$ cat config.mk
export PLATFORM = sky130hd
export DESIGN_NAME = z_order_layer_list_top
export DESIGN_NICKNAME = d
export VERILOG_FILES = /design/src/zol_pkg.sv /design/src/zol_plan.sv /design/src/z_order_layer_list_top.sv
export SDC_FILE = /design/constraint.sdc
export NUM_CORES = 2
export LEC_CHECK = 0
export BUFFER_PORTS_ARGS = -buffer_cell sky130_fd_sc_hd__buf_2
export CAP_MARGIN = 20
export CORE_ASPECT_RATIO = 1.25
export CORE_MARGIN = 1.5
export CORE_UTILIZATION = 50
export DETAILED_ROUTE_END_ITERATION = 8
export PLACE_DENSITY = 0.65
export REMOVE_ABC_BUFFERS = 1
export SETUP_SLACK_MARGIN = 0.05
export SLEW_MARGIN = 20
export SYNTH_ARGS = -nofsm -noshare
export SYNTH_HDL_FRONTEND = slang
export SYNTH_SLANG_ARGS = --single-unit
$ cat constraint.sdc
create_clock -name clk -period 14.3 [get_ports clk]
set_input_delay 0.715 -clock clk [delete_from_list [all_inputs] [get_ports clk]]
set_output_delay 0.715 -clock clk [all_outputs]
set_load 0.01 [all_outputs]
$ cat src/zol_pkg.sv
`default_nettype none

package zol_pkg;

  localparam int SLOT_W         = 6;
  localparam int SLOTS          = 1 << SLOT_W;
  localparam int CMD_W          = 3;
  localparam int STATUS_W       = 2;
  localparam int COUNT_W        = 7;
  localparam int ZOUT_W         = 32;
  localparam int MAX_ITEMS      = 64;
  localparam int DEPTH_BITS_DEF = 32;
  localparam int WR_SLOTS       = 4;
  localparam int WR_IDX_W       = $clog2(WR_SLOTS);

  localparam logic [CMD_W-1:0] CMD_INSERT   = 3'd0;
  localparam logic [CMD_W-1:0] CMD_REMOVE   = 3'd1;
  localparam logic [CMD_W-1:0] CMD_FORWARD  = 3'd2;
  localparam logic [CMD_W-1:0] CMD_BACKWARD = 3'd3;
  localparam logic [CMD_W-1:0] CMD_TO_BACK  = 3'd4;
  localparam logic [CMD_W-1:0] CMD_TO_FRONT = 3'd5;
  localparam logic [CMD_W-1:0] CMD_QUERY    = 3'd6;

  localparam logic [STATUS_W-1:0] ST_DONE     = 2'd0;
  localparam logic [STATUS_W-1:0] ST_NOCHG    = 2'd1;
  localparam logic [STATUS_W-1:0] ST_NOTFOUND = 2'd2;
  localparam logic [STATUS_W-1:0] ST_FULL     = 2'd3;

  typedef struct packed {
    logic [CMD_W-1:0]  command;
    logic [SLOT_W-1:0] item;
  } in_t;

  typedef struct packed {
    logic [STATUS_W-1:0]      status;
    logic signed [ZOUT_W-1:0] z_value;
    logic                     present;
    logic [COUNT_W-1:0]       item_count;
  } out_t;

  // What the planner sees of the table once the item and its partner are read.
  typedef struct packed {
    logic [CMD_W-1:0]   command;
    logic [SLOT_W-1:0]  item;
    logic               s_valid;
    logic [COUNT_W-1:0] count;
    logic [SLOT_W-1:0]  first;
    logic [SLOT_W-1:0]  last;
    logic [SLOT_W-1:0]  s_next;
    logic [SLOT_W-1:0]  s_prev;
    logic [SLOT_W-1:0]  o_addr;
    logic [SLOT_W-1:0]  o_next;
    logic [SLOT_W-1:0]  o_prev;
  } plan_in_t;

  // Register updates decided by the planner.
  typedef struct packed {
    logic [SLOT_W-1:0]  first;
    logic [SLOT_W-1:0]  last;
    logic [COUNT_W-1:0] count;
    logic               set_valid;
    logic               clr_valid;
  } plan_t;

  // One table write with per-field enables.
  typedef struct packed {
    logic              en;
    logic [SLOT_W-1:0] addr;
    logic              we_z;
    logic              we_n;
    logic              we_p;
    logic [SLOT_W-1:0] next;
    logic [SLOT_W-1:0] prev;
  } wr_t;

  function automatic wr_t wr_entry(logic [SLOT_W-1:0] addr, logic we_z, logic we_n,
                                   logic we_p, logic [SLOT_W-1:0] nx,
                                   logic [SLOT_W-1:0] pv);
    wr_t w;
    w.en   = 1'b1;
    w.addr = addr;
    w.we_z = we_z;
    w.we_n = we_n;
    w.we_p = we_p;
    w.next = nx;
    w.prev = pv;
    return w;
  endfunction

endpackage

`default_nettype wire

$ cat src/zol_plan.sv
`default_nettype none

module zol_plan import zol_pkg::*; #(
  parameter int DEPTH_BITS = DEPTH_BITS_DEF
) (
  input  plan_in_t                                pin,
  input  logic signed [DEPTH_BITS-1:0]            zs,
  input  logic signed [DEPTH_BITS-1:0]            zo,
  output plan_t                                   upd,
  output out_t                                    res,
  output wr_t [WR_SLOTS-1:0]                      wr,
  output logic [WR_SLOTS-1:0][DEPTH_BITS-1:0]     wz
);

  localparam logic signed [DEPTH_BITS-1:0] ZMAX = {1'b0, {(DEPTH_BITS-1){1'b1}}};
  localparam logic signed [DEPTH_BITS-1:0] ZMIN = {1'b1, {(DEPTH_BITS-1){1'b0}}};

  logic signed [DEPTH_BITS-1:0] z_up;
  logic signed [DEPTH_BITS-1:0] z_dn;
  logic signed [DEPTH_BITS-1:0] zres;
  logic signed [ZOUT_W-1:0]     z32;
  logic [STATUS_W-1:0]          status;
  logic                         present;

  // saturate at the signed limits
  assign z_up = (zo == ZMAX) ? zo : zo + DEPTH_BITS'(1);
  assign z_dn = (zo == ZMIN) ? zo : zo - DEPTH_BITS'(1);

  always_comb begin
    wr            = '0;
    wz            = '0;
    status        = ST_NOCHG;
    present       = pin.s_valid;
    zres          = pin.s_valid ? zs : '0;
    upd.first     = pin.first;
    upd.last      = pin.last;
    upd.count     = pin.count;
    upd.set_valid = 1'b0;
    upd.clr_valid = 1'b0;

    if ((pin.command inside {[CMD_FORWARD:CMD_QUERY]}) && !pin.s_valid) begin
      status = ST_NOTFOUND;
    end else begin
      case (pin.command)
        CMD_INSERT: begin
          if (!pin.s_valid) begin
            if (32'(pin.count) >= 32'(MAX_ITEMS)) begin
              status = ST_FULL;
            end else begin
              status        = ST_DONE;
              present       = 1'b1;
              upd.set_valid = 1'b1;
              upd.last      = pin.item;
              upd.count     = pin.count + COUNT_W'(1);
              if (pin.count == '0) begin
                upd.first = pin.item;
                zres      = '0;
                wr[0]     = wr_entry(pin.item, 1'b1, 1'b1, 1'b1, pin.item, pin.item);
                wz[0]     = '0;
              end else begin
                zres  = z_up;
                wr[0] = wr_entry(pin.item, 1'b1, 1'b1, 1'b1, pin.o_next, pin.o_addr);
                wz[0] = z_up;
                wr[1] = wr_entry(pin.o_addr, 1'b0, 1'b1, 1'b0, pin.item, '0);
              end
            end
          end
        end
        CMD_REMOVE: begin
          if (pin.s_valid) begin
            status        = ST_DONE;
            present       = 1'b0;
            zres          = '0;
            upd.clr_valid = 1'b1;
            upd.count     = (pin.count == '0) ? '0 : pin.count - COUNT_W'(1);
            if (pin.item == pin.first) begin
              upd.first = pin.s_next;
            end else begin
              wr[0] = wr_entry(pin.s_prev, 1'b0, 1'b1, 1'b0, pin.s_next, '0);
            end
            if (pin.item == pin.last) begin
              upd.last = pin.s_prev;
            end else begin
              wr[1] = wr_entry(pin.s_next, 1'b0, 1'b0, 1'b1, '0, pin.s_prev);
            end
          end
        end
        CMD_FORWARD: begin
          if (pin.item != pin.last) begin
            status = ST_DONE;
            zres   = zo;
            if (pin.item == pin.first) begin
              upd.first = pin.o_addr;
            end else begin
              wr[0] = wr_entry(pin.s_prev, 1'b0, 1'b1, 1'b0, pin.o_addr, '0);
            end
            wr[1] = wr_entry(pin.o_addr, 1'b1, 1'b1, 1'b1, pin.item, pin.s_prev);
            wz[1] = zs;
            wr[2] = wr_entry(pin.item, 1'b1, 1'b1, 1'b1, pin.o_next, pin.o_addr);
            wz[2] = zo;
            if (pin.o_addr == pin.last) begin
              upd.last = pin.item;
            end else begin
              wr[3] = wr_entry(pin.o_next, 1'b0, 1'b0, 1'b1, '0, pin.item);
            end
          end
        end
        CMD_BACKWARD: begin
          if (pin.item != pin.first) begin
            status = ST_DONE;
            zres   = zo;
            wr[0]  = wr_entry(pin.o_addr, 1'b1, 1'b1, 1'b1, pin.s_next, pin.item);
            wz[0]  = zs;
            wr[1]  = wr_entry(pin.item, 1'b1, 1'b1, 1'b1, pin.o_addr, pin.o_prev);
            wz[1]  = zo;
            if (pin.item == pin.last) begin
              upd.last = pin.o_addr;
            end else begin
              wr[2] = wr_entry(pin.s_next, 1'b0, 1'b0, 1'b1, '0, pin.o_addr);
            end
            if (pin.o_addr == pin.first) begin
              upd.first = pin.item;
            end else begin
              wr[3] = wr_entry(pin.o_prev, 1'b0, 1'b1, 1'b0, pin.item, '0);
            end
          end
        end
        CMD_TO_BACK: begin
          if (pin.item != pin.first) begin
            status = ST_DONE;
            zres   = z_dn;
            wr[0]  = wr_entry(pin.s_prev, 1'b0, 1'b1, 1'b0, pin.s_next, '0);
            if (pin.item == pin.last) begin
              upd.last = pin.s_prev;
            end else begin
              wr[1] = wr_entry(pin.s_next, 1'b0, 1'b0, 1'b1, '0, pin.s_prev);
            end
            wr[2]     = wr_entry(pin.item, 1'b1, 1'b1, 1'b1, pin.o_addr, pin.o_prev);
            wz[2]     = z_dn;
            wr[3]     = wr_entry(pin.o_addr, 1'b0, 1'b0, 1'b1, '0, pin.item);
            upd.first = pin.item;
          end
        end
        CMD_TO_FRONT: begin
          if (pin.item != pin.last) begin
            status = ST_DONE;
            zres   = z_up;
            if (pin.item == pin.first) begin
              upd.first = pin.s_next;
            end else begin
              wr[0] = wr_entry(pin.s_prev, 1'b0, 1'b1, 1'b0, pin.s_next, '0);
            end
            wr[1]    = wr_entry(pin.s_next, 1'b0, 1'b0, 1'b1, '0, pin.s_prev);
            wr[2]    = wr_entry(pin.item, 1'b1, 1'b1, 1'b1, pin.o_next, pin.o_addr);
            wz[2]    = z_up;
            wr[3]    = wr_entry(pin.o_addr, 1'b0, 1'b1, 1'b0, pin.item, '0);
            upd.last = pin.item;
          end
        end
        CMD_QUERY: begin
          status = ST_DONE;
        end
        default: begin
          status = ST_NOCHG;
        end
      endcase
    end
  end

  generate
    if (DEPTH_BITS >= ZOUT_W) begin : g_trunc
      assign z32 = zres[ZOUT_W-1:0];
    end else begin : g_sext
      assign z32 = {{(ZOUT_W-DEPTH_BITS){zres[DEPTH_BITS-1]}}, zres};
    end
  endgenerate

  assign res.status     = status;
  assign res.z_value    = z32;
  assign res.present    = present;
  assign res.item_count = upd.count;

endmodule

`default_nettype wire

$ cat src/z_order_layer_list_top.sv
`default_nettype none

// Depth-ordered list of up to 64 drawing items, one command per start pulse.
// A command is taken when start is high and busy is low; its result appears
// on result with done high for exactly one cycle, and the receiver cannot
// stall it. All links and z values live in one table with one read and one
// write per cycle: the item's entry is read, then its partner's (neighbor or
// list end), then the four write slots are played out, each rewriting at most
// one entry. A command that rewrites table entries runs through all four
// slots, even empty ones, before done; a command that rewrites none (query,
// not found, no change, full, removal of the only item) skips them and raises
// done after the partner read. Busy drops as done rises. The table needs no
// clearing after reset, so the block is ready as soon as reset drops.
module z_order_layer_list_top import zol_pkg::*; #(
  parameter int DEPTH_BITS = DEPTH_BITS_DEF
) (
  input  logic clk,
  input  logic rst,
  input  logic start,
  output logic busy,
  input  in_t  request,
  output logic done,
  output out_t result
);

  localparam int ENT_W = DEPTH_BITS + 2 * SLOT_W;

  localparam logic [1:0] S_IDLE = 2'd0;
  localparam logic [1:0] S_RDS  = 2'd1;
  localparam logic [1:0] S_RDO  = 2'd2;
  localparam logic [1:0] S_WR   = 2'd3;

  localparam logic [WR_IDX_W-1:0] WR_LAST = WR_IDX_W'(WR_SLOTS - 1);

  logic [1:0]                             state;
  logic [WR_IDX_W-1:0]                    wr_idx;
  logic [SLOTS-1:0]                       slot_valid;
  logic [SLOT_W-1:0]                      first;
  logic [SLOT_W-1:0]                      last;
  logic [COUNT_W-1:0]                     count;

  logic [CMD_W-1:0]                       cmd_q;
  logic [SLOT_W-1:0]                      item_q;
  logic [DEPTH_BITS-1:0]                  s_z;
  logic [SLOT_W-1:0]                      s_next;
  logic [SLOT_W-1:0]                      s_prev;
  logic [SLOT_W-1:0]                      o_addr;
  wr_t [WR_SLOTS-1:0]                     wr_q;
  logic [WR_SLOTS-1:0][DEPTH_BITS-1:0]    wz_q;
  out_t                                   res_q;

  logic [ENT_W-1:0]                       mem [SLOTS];
  logic [ENT_W-1:0]                       rd_q;
  logic                                   rd_en;
  logic [SLOT_W-1:0]                      rd_addr;
  logic [SLOT_W-1:0]                      o_addr_c;
  wr_t                                    wr_cur;
  logic                                   wr_en;

  logic                                   accept;
  plan_in_t                               pin;
  plan_t                                  upd;
  out_t                                   res_c;
  wr_t [WR_SLOTS-1:0]                     wr_c;
  logic [WR_SLOTS-1:0][DEPTH_BITS-1:0]    wz_c;
  logic                                   wr_any;
  logic signed [DEPTH_BITS-1:0]           zs;
  logic signed [DEPTH_BITS-1:0]           zo;

  assign busy   = (state != S_IDLE);
  assign accept = start && !busy;
  assign result = res_q;

  // partner entry: neighbor for swaps, list end for the rest
  always_comb begin
    case (cmd_q)
      CMD_FORWARD:  o_addr_c = rd_q[2*SLOT_W-1:SLOT_W];
      CMD_BACKWARD: o_addr_c = rd_q[SLOT_W-1:0];
      CMD_TO_BACK:  o_addr_c = first;
      default:      o_addr_c = last;
    endcase
  end

  assign rd_en   = accept || (state == S_RDS);
  assign rd_addr = (state == S_IDLE) ? request.item : o_addr_c;
  assign wr_cur  = wr_q[wr_idx];
  assign wr_en   = (state == S_WR) && wr_cur.en;

  always_ff @(posedge clk) begin
    if (rd_en) begin
      rd_q <= mem[rd_addr];
    end
    if (wr_en) begin
      if (wr_cur.we_z) begin
        mem[wr_cur.addr][ENT_W-1:2*SLOT_W] <= wz_q[wr_idx];
      end
      if (wr_cur.we_n) begin
        mem[wr_cur.addr][2*SLOT_W-1:SLOT_W] <= wr_cur.next;
      end
      if (wr_cur.we_p) begin
        mem[wr_cur.addr][SLOT_W-1:0] <= wr_cur.prev;
      end
    end
  end

  assign zs = s_z;
  assign zo = rd_q[ENT_W-1:2*SLOT_W];

  always_comb begin
    pin.command = cmd_q;
    pin.item    = item_q;
    pin.s_valid = slot_valid[item_q];
    pin.count   = count;
    pin.first   = first;
    pin.last    = last;
    pin.s_next  = s_next;
    pin.s_prev  = s_prev;
    pin.o_addr  = o_addr;
    pin.o_next  = rd_q[2*SLOT_W-1:SLOT_W];
    pin.o_prev  = rd_q[SLOT_W-1:0];
  end

  zol_plan #(
    .DEPTH_BITS(DEPTH_BITS)
  ) u_plan (
    .pin (pin),
    .zs  (zs),
    .zo  (zo),
    .upd (upd),
    .res (res_c),
    .wr  (wr_c),
    .wz  (wz_c)
  );

  always_comb begin
    wr_any = 1'b0;
    for (int i = 0; i < WR_SLOTS; i++) begin
      wr_any = wr_any | wr_c[i].en;
    end
  end

  always_ff @(posedge clk) begin
    if (rst) begin
      state      <= S_IDLE;
      wr_idx     <= '0;
      done       <= 1'b0;
      slot_valid <= '0;
      first      <= '0;
      last       <= '0;
      count      <= '0;
    end else begin
      done <= 1'b0;
      case (state)
        S_IDLE: begin
          if (accept) begin
            state <= S_RDS;
          end
        end
        S_RDS: begin
          state <= S_RDO;
        end
        S_RDO: begin
          first <= upd.first;
          last  <= upd.last;
          count <= upd.count;
          if (upd.set_valid) begin
            slot_valid[item_q] <= 1'b1;
          end
          if (upd.clr_valid) begin
            slot_valid[item_q] <= 1'b0;
          end
          wr_idx <= '0;
          if (wr_any) begin
            state <= S_WR;
          end else begin
            state <= S_IDLE;
            done  <= 1'b1;
          end
        end
        S_WR: begin
          wr_idx <= wr_idx + WR_IDX_W'(1);
          if (wr_idx == WR_LAST) begin
            state <= S_IDLE;
            done  <= 1'b1;
          end
        end
        default: begin
          state <= S_IDLE;
        end
      endcase
    end
  end

  always_ff @(posedge clk) begin
    if (accept) begin
      cmd_q  <= request.command;
      item_q <= request.item;
    end
    if (state == S_RDS) begin
      s_z    <= rd_q[ENT_W-1:2*SLOT_W];
      s_next <= rd_q[2*SLOT_W-1:SLOT_W];
      s_prev <= rd_q[SLOT_W-1:0];
      o_addr <= o_addr_c;
    end
    if (state == S_RDO) begin
      wr_q  <= wr_c;
      wz_q  <= wz_c;
      res_q <= res_c;
    end
  end

endmodule

`default_nettype wire

### After elaboration in Yosys (flattened, before gate mapping)

Memories as Yosys holds them, arrays and structs flattened. A register that Yosys moved wholly into a read port is not among the register bits.
Cells that the tools add are included.

| cells by class | value |
|---|---|
| multiplexer cells | 102 |
| equality and inequality tests | 32 |
| order comparisons | 6 |
| reduce and logical (&&, ||, !) cells | 19 |
| bitwise logic cells | 7 |
| add/sub/neg operators | 5 |

Operator list:

| cell | count |
|---|---|
| 32-bit 2-to-1 mux | 17 |
| 88-bit 2-to-1 mux | 5 |
| 64-bit 2-to-1 mux | 6 |
| 44-bit case mux with 6 select lines | 1 |
| 32-bit case mux with 6 select lines | 1 |
| 22-bit 2-to-1 mux | 8 |
| 44-bit case mux with 4 select lines | 1 |
| 44-bit 2-to-1 mux | 3 |
| 32-bit case mux with 2 select lines | 2 |
| 32-bit case mux with 3 select lines | 1 |
| 12-bit case mux with 6 select lines | 1 |
| 64-bit AND | 1 |
| 32-bit binary-select mux with 2-bit select | 1 |
| 32-bit equality test, second input constant | 2 |
| 64-bit NOT | 1 |
| 64-bit bitwise OR | 1 |
| 12-bit 2-to-1 mux | 5 |
| 6-bit 2-to-1 mux | 8 |
| 22-bit binary-select mux with 2-bit select | 1 |
| 20-bit 2-to-1 mux | 2 |
| 32-bit by 2-bit adder with 32-bit output, second input constant | 1 |
| 32-bit by 2-bit subtractor with 32-bit output, second input constant | 1 |
| 6-bit equality test | 4 |
| 1-bit 2-to-1 mux | 22 |
| other kinds (43) | 75 |

| storage, ports and cells | value |
|---|---|
| bits in registers | 373 |
| output and inout bits | 44 |
| bits of input ports | 12 |
| memories | 1 |
| bits in writable memories | 2816 |

Memory list:

| name | depth | width | rd ports | clocked after Yosys merged registers in | write ports | line | text |
|---|---|---|---|---|---|---|---|
| mem | 64 | 44 | 1 | 1 | 1 | z_order_layer_list_top.sv:52 | `logic [ENT_W-1:0] mem [SLOTS];` |

### Logic depth before layout (Yosys ltp)

| depth | value |
|---|---|
| word-level depth | 11 |
| depth in mapped cells | 14 |
| depth with buffers taken out | 10 |

### By module

A second synthesis with hierarchy kept.

| unflattened totals | value |
|---|---|
| cell total of the unflattened synthesis | 10075 |
| area total of the unflattened synthesis | 134809.3 µm² |

Modules (own cells, without submodules):

| module | cells an instance | times used | area an instance (µm²) |
|---|---|---|---|
| z_order_layer_list_top | 8794 | 1 | 127340.9 |
| zol_plan | 1281 | 1 | 7468.4 |

### Least setup slack after synthesis

OpenSTA, ideal clock, no wires.

| path | value |
|---|---|
| kind | reg2reg |
| from | reg state[0] |
| to | reg slot_valid[49] |
| clock period less this slack | 9336 ps |
| library setup time | 91 ps |
| data arrival time | 9245 ps |
| buffers on the path | 4 |
| slack | 4964 ps |
| stages on the path, launching flop included | 11 |
| cells stage by stage | dfxtp_1 clkbuf_1 nand2b_1 clkbuf_1 inv_1 clkbuf_1 nand2_1 nor3_1 clkbuf_1 a31oi_1 a311oi_1 |

| between the ends | value |
|---|---|
| word-level cells in the longest chain between the ends | 1 |

Ends and longest elaborated chain:

| element | line | text |
|---|---|---|
| start: declaration | z_order_layer_list_top.sv:35 | `logic [1:0] state;` |
| start signal: assignment | z_order_layer_list_top.sv:144 | `state <= S_IDLE;` |
| start signal: assignment | z_order_layer_list_top.sv:156 | `state <= S_RDS;` |
| start signal: assignment | z_order_layer_list_top.sv:160 | `state <= S_RDO;` |
| 2-bit equality test | z_order_layer_list_top.sv:153 | `case (state)` |
| end signal: assignment | z_order_layer_list_top.sv:147 | `slot_valid <= '0;` |
| end signal: indexed assignment | z_order_layer_list_top.sv:167 | `slot_valid[item_q] <= 1'b1;` |
| end signal: indexed assignment | z_order_layer_list_top.sv:170 | `slot_valid[item_q] <= 1'b0;` |
| end: declaration | z_order_layer_list_top.sv:37 | `logic [SLOTS-1:0] slot_valid;` |

No other way between the ends.
A chain may end at the register's enable or synchronous reset.

### Final worst setup path

| path | value |
|---|---|
| from | reg cmd_q[0] |
| to | reg rd_q[0], read port of mem (data pin) |

| between the ends | value |
|---|---|
| word-level cells in the longest chain between the ends | 3 |
| elaborated cells between the ends (all ways) | 5 |
| classes of those cells | eq/ne (3); mux (2) |

Ends and longest elaborated chain:

| element | line | text |
|---|---|---|
| start: declaration | z_order_layer_list_top.sv:42 | `logic [CMD_W-1:0] cmd_q;` |
| start signal: assignment | z_order_layer_list_top.sv:196 | `cmd_q <= request.command;` |
| 3-bit equality test / 3-bit by 2-bit equality test with 1-bit output (equally long branches) | z_order_layer_list_top.sv:76 | `case (cmd_q)` |
| 6-bit case mux with 3 select lines * | z_order_layer_list_top.sv:76 |  |
| 6-bit 2-to-1 mux * | z_order_layer_list_top.sv:85 | `assign rd_addr = (state == S_IDLE) ? request.item : o_addr_c;` |
| end: declaration | z_order_layer_list_top.sv:53 | `logic [ENT_W-1:0] rd_q;` |

Mark *: on every way between the ends. The rest lies on a longest branch, timed or not.

==> metrics.md <==
| Metric | Value |
|---|---|
| Final-report max-slew violation count | `0` |
| Critical path data required time | `14770 ps` |
| Setup skew after layout | `around 60 ps` |
| Number of global-route vias before repair | `85930` |
| Horizontal die dimension | `465.1 um` |
| Final-report hold violation count | `0` |
| Post-synth design cell area | `133500 um2` |
| Core Rows | `around 210` |
| FMAX | `around 150 MHz` |
| Synth Flop Type | `sky130_fd_sc_hd__edfxtp_1` |
| Vias | `89990` |
| Post-place instance area | `about 140000 um2` |
| RSZ-0062 raised after global routing | `false` |
| Max VDD drop | `97.30 uV` |
| Worst Tran Pin Value | `roughly 1300 ps` |
| Global-route wire length before repair | `599.9 mm` |
| Violated checks | `design-rule violations` |
| Number of buffers and inverters on the critical path | `4` |
| Startpoint-to-endpoint class of the critical path | `flip-flop to flip-flop` |
| Leakage power of the design | `around 49 nW` |
| Result of the run | `finished, violations left` |
| Signed area change from the synthesized netlist to the final layout | `11.30%` |
| Count of distinct cell types in the synthesized netlist | `92` |
| Final setup fails | `0` |
| Routability congestion estimate | `a little over 0.9` |
| Clock transition at path regs | `approximately 70 ps` |
| Library cell used as clock root buffer | `sky130_fd_sc_hd__clkbuf_16` |
| Max incr delay on CP | `roughly 860 ps` |
| PwrDens | `149.7 nW/um2` |
| Max cap viols | `0` |
| Final period demand of the worst path | `6866 ps` |
| Io pins | `between 50 and 60` |
| Vias per cell | `6.472` |
| Clock sink count | `3230` |
| Total wire length | `around 420 mm` |
| Worst-path cell with the longest stage delay | `sky130_fd_sc_hd__edfxtp_1` |
| Number of enable flip-flop cells after synthesis | `3142` |
| Height of the die | `between 500 and 600 um` |
| Proportion of layout cells with a drive suffix above 1 | `9.278%` |
| Synth async-reset ratio | `0%` |
| Number of optimization iterations in the first detailed-route pass | `9` |
| Max H-tree Level | `5` |
| Hold WC Path Type | `primary input to flip-flop` |
| Synth area leaders | `sky130_fd_sc_hd__edfxtp_1, sky130_fd_sc_hd__nand2_1, sky130_fd_sc_hd__a311oi_1, sky130_fd_sc_hd__and3_1, sky130_fd_sc_hd__clkbuf_1` |
| Floorplan die area | `around 270000 um2` |
| Chain of cells forming the critical path | `inv_1, a21oi_1, o41a_2, buf_12, buf_12, buf_4, a311oi_1, o41ai_1, nand4_1` |
| Placed wire-length estimate | `~230 mm` |
| Finished Cell Area | `148500 um2` |
| DRT antenna net count | `0` |
| Final worst path period share | `48.01%` |
| Synthesized area per cell | `12.98 um2` |
| Final #Nets | `about 10000` |
| Number of buffers on the longest clock path | `4` |
| Top-area cell type share of the netlist area | `70.70%` |
| Number of instances in the placed design | `13320` |
| Most common cell type on the critical path | `sky130_fd_sc_hd__buf_12` |
| Violation count after the first detailed-route iteration | `about 13000` |
| Largest net degree at the start of global routing | `slightly above 200` |
| All-Layer GR Usage | `30.29%` |
| Synthesis-stage register bit count | `between 3000 and 4000` |
| Worst relative slew slack | `between 10% and 20%` |
| Number of antenna violations at the first check in global routing | `20` |
| Routed length per instance | `between 30 and 40 um` |
| DR DRC count | `22` |
| CP Launch Type | `flip-flop` |
| Global route total overflow | `0` |
| Yosys warns | `0` |
| Clock tree from TritonCTS | `built` |
| Cell count after synthesis | `about 10000` |
| Area of the core region | `approximately 260000 um2` |
| Port Buf Inserts | `between 50 and 60` |
| Biggest area consumer among synthesized cells | `sky130_fd_sc_hd__edfxtp_1` |
| Sequential-to-total area share from yosys stat | `72.02%` |
| Initial cell density of the core | `about 50%` |
| Filler-free cell count of the finished design | `~14000` |
| Clk_lat worst skew | `920 ps` |
| Largest delay share family, worst path | `buffers and inverters` |
| Data arrival time of the worst path | `7330 ps` |
| Endpoint type of the worst setup path | `flip-flop` |
| Max Fanout on Critical Path | `185` |
| Number of buffers added by the clock tree synthesis step | `between 300 and 400` |
-- metrics by stage --
step | setup TNS (ps) | utilization (%) | setup WS (ps) | power [mW] | hold WS (ps)
3_5_place_dp | 0 | 52.33 | 7613 | 14.21 | 536.6
6_report | 0 | 56.09 | 7434 | 22.23 | 57.46
3_3_place_gp | 0 | 52.24 | 7675 | 14.14 | 523.0
5_1_grt | 0 | 56.09 | 7013 | 22.83 | 45.76
4_1_cts | 0 | 56.08 | 7599 | 22.23 | 17.27
2_1_floorplan | -2327760 | - | -54930 | 15.73 | 485.8
-- worst paths after layout --
path | start | to | slack [ps] | cells past startpoint
max | cmd_q[0] | rd_q[0] | 7430 | 9
min | request[4] | item_q[4] | 60 | 1
max reg2reg | cmd_q[0] | rd_q[0] | 7430 | 9
min reg2reg | slot_valid[14] | slot_valid[14] | 540 | 2
-- flip-flops by register name, indices dropped and copies added (netlist names) --
signal	count
cmd_q	3
count	7
done	1
first	6
item_q	6
last	6
mem	2816
o_addr	6
rd_q	44
result	42
s_next	6
s_prev	6
s_z	32
slot_valid	64
state	2
wr_idx	2
wr_q	85
wz_q	96
-- power breakdown --
part / internal (mW) / switching [mW] / leakage [nW]
Clock: 4.57 / 3.56 / 4.84
Combinational: 0.892 / 2.35 / 15.5
Sequential: 10.6 / 0.302 / 29.1
Total: 16.0 / 6.21 / 49.4
-- what timing repair did --
| action | CTS | global route |
|---|---|---|
| gates resized for setup | 0 | 0 |
| hold buffers | 6 | 0 |
| hold endpoints to repair | 6 | 0 |
| buffers inserted | 0 | 0 |
-- routing by layer --
layer	up-vias	part of all wire, %	GRT usage, %
met3	1026	9.7	4.729
met1	45270	37	39.75
li1	38460	-	-
met2	5220	47	48.68
met4	12	6.0	16.15
met5	-	0.021	0
-- cell usage in the layout (no fill, tap or decap), types with 39 or more instances in the layout --
cell | synthesis | routed
sky130_fd_sc_hd__clkinv_1 | 1 | 64
sky130_fd_sc_hd__o41ai_2 | 1 | 39
sky130_fd_sc_hd__nor2_4 | 0 | 70
sky130_fd_sc_hd__a21oi_1 | 195 | 191
sky130_fd_sc_hd__a22oi_1 | 97 | 97
sky130_fd_sc_hd__and3_1 | 558 | 557
sky130_fd_sc_hd__buf_2 | 85 | 55
sky130_fd_sc_hd__xnor2_1 | 45 | 45
sky130_fd_sc_hd__buf_4 | 1 | 215
sky130_fd_sc_hd__mux2i_1 | 172 | 172
sky130_fd_sc_hd__nand4_1 | 68 | 68
sky130_fd_sc_hd__nor3_1 | 57 | 54
sky130_fd_sc_hd__or3_1 | 53 | 53
sky130_fd_sc_hd__a311oi_1 | 598 | 598
sky130_fd_sc_hd__inv_1 | 41 | 40
sky130_fd_sc_hd__clkinv_2 | 0 | 53
sky130_fd_sc_hd__clkbuf_1 | 586 | 81
sky130_fd_sc_hd__clkbuf_16 | 0 | 326
sky130_fd_sc_hd__edfxtp_1 | 3142 | 3142
sky130_fd_sc_hd__o41ai_1 | 136 | 97
sky130_fd_sc_hd__nand2_1 | 2856 | 2851
sky130_fd_sc_hd__nand3_1 | 305 | 303
sky130_fd_sc_hd__o2111ai_1 | 45 | 45
sky130_fd_sc_hd__nor2_1 | 412 | 342
sky130_fd_sc_hd__a31oi_1 | 85 | 85
sky130_fd_sc_hd__o21ai_0 | 102 | 67
sky130_fd_sc_hd__dfxtp_1 | 88 | 86
-- layout make-up --
class | instances | area, um2
Antenna cell | 10 | 25.02
Sequential cell | 3230 | 96120
Multi-Input combinational cell | 6237 | 35560
Tap cell | 3514 | 4397
Inverter | 43 | 168.9
Clock inverter | 162 | 1393
Timing Repair Buffer | 298 | 2381
Clock buffer | 409 | 8489
Fill cell | 21020 | 116300
-- Yosys cell counts (all sizes together) (14+ instances only) --
cell / n
nor2b: 28
a311oi: 600
or3: 53
clkbuf: 586
o211ai: 22
nor3: 59
a31oi: 85
a21oi: 195
o2111ai: 45
a221oi: 27
nand3: 305
dfxtp: 88
inv: 42
mux4: 28
buf: 185
a22oi: 97
o21ai: 105
nand4: 68
edfxtp: 3142
nor2: 414
nand2b: 17
xnor2: 45
o31ai: 14
and3: 558
nand2: 2857
o41ai: 137
mux2: 16
mux2i: 172
a211oi: 38
nor4: 18
-- cell families (layout without fill, tap and decap cells) --
kind of cell / Yosys count / in the layout / share of synthesized area [%]
buffers and inverters: 814 / 912 / 2.372
multiplexers: 216 / 216 / 1.898
flip-flops: 3230 / 3230 / 72.02
AO/OA/AOI/OAI: 1506 / 1506 / 8.756
AND/OR/NAND/NOR: 4449 / 4449 / 14.49
adder cells (fa/ha/maj): 12 / 12 / 0.1125
XOR/XNOR: 54 / 54 / 0.3544
other: 0 / 10 / 0
Note: power is estimated with default switching activity, not from simulation.
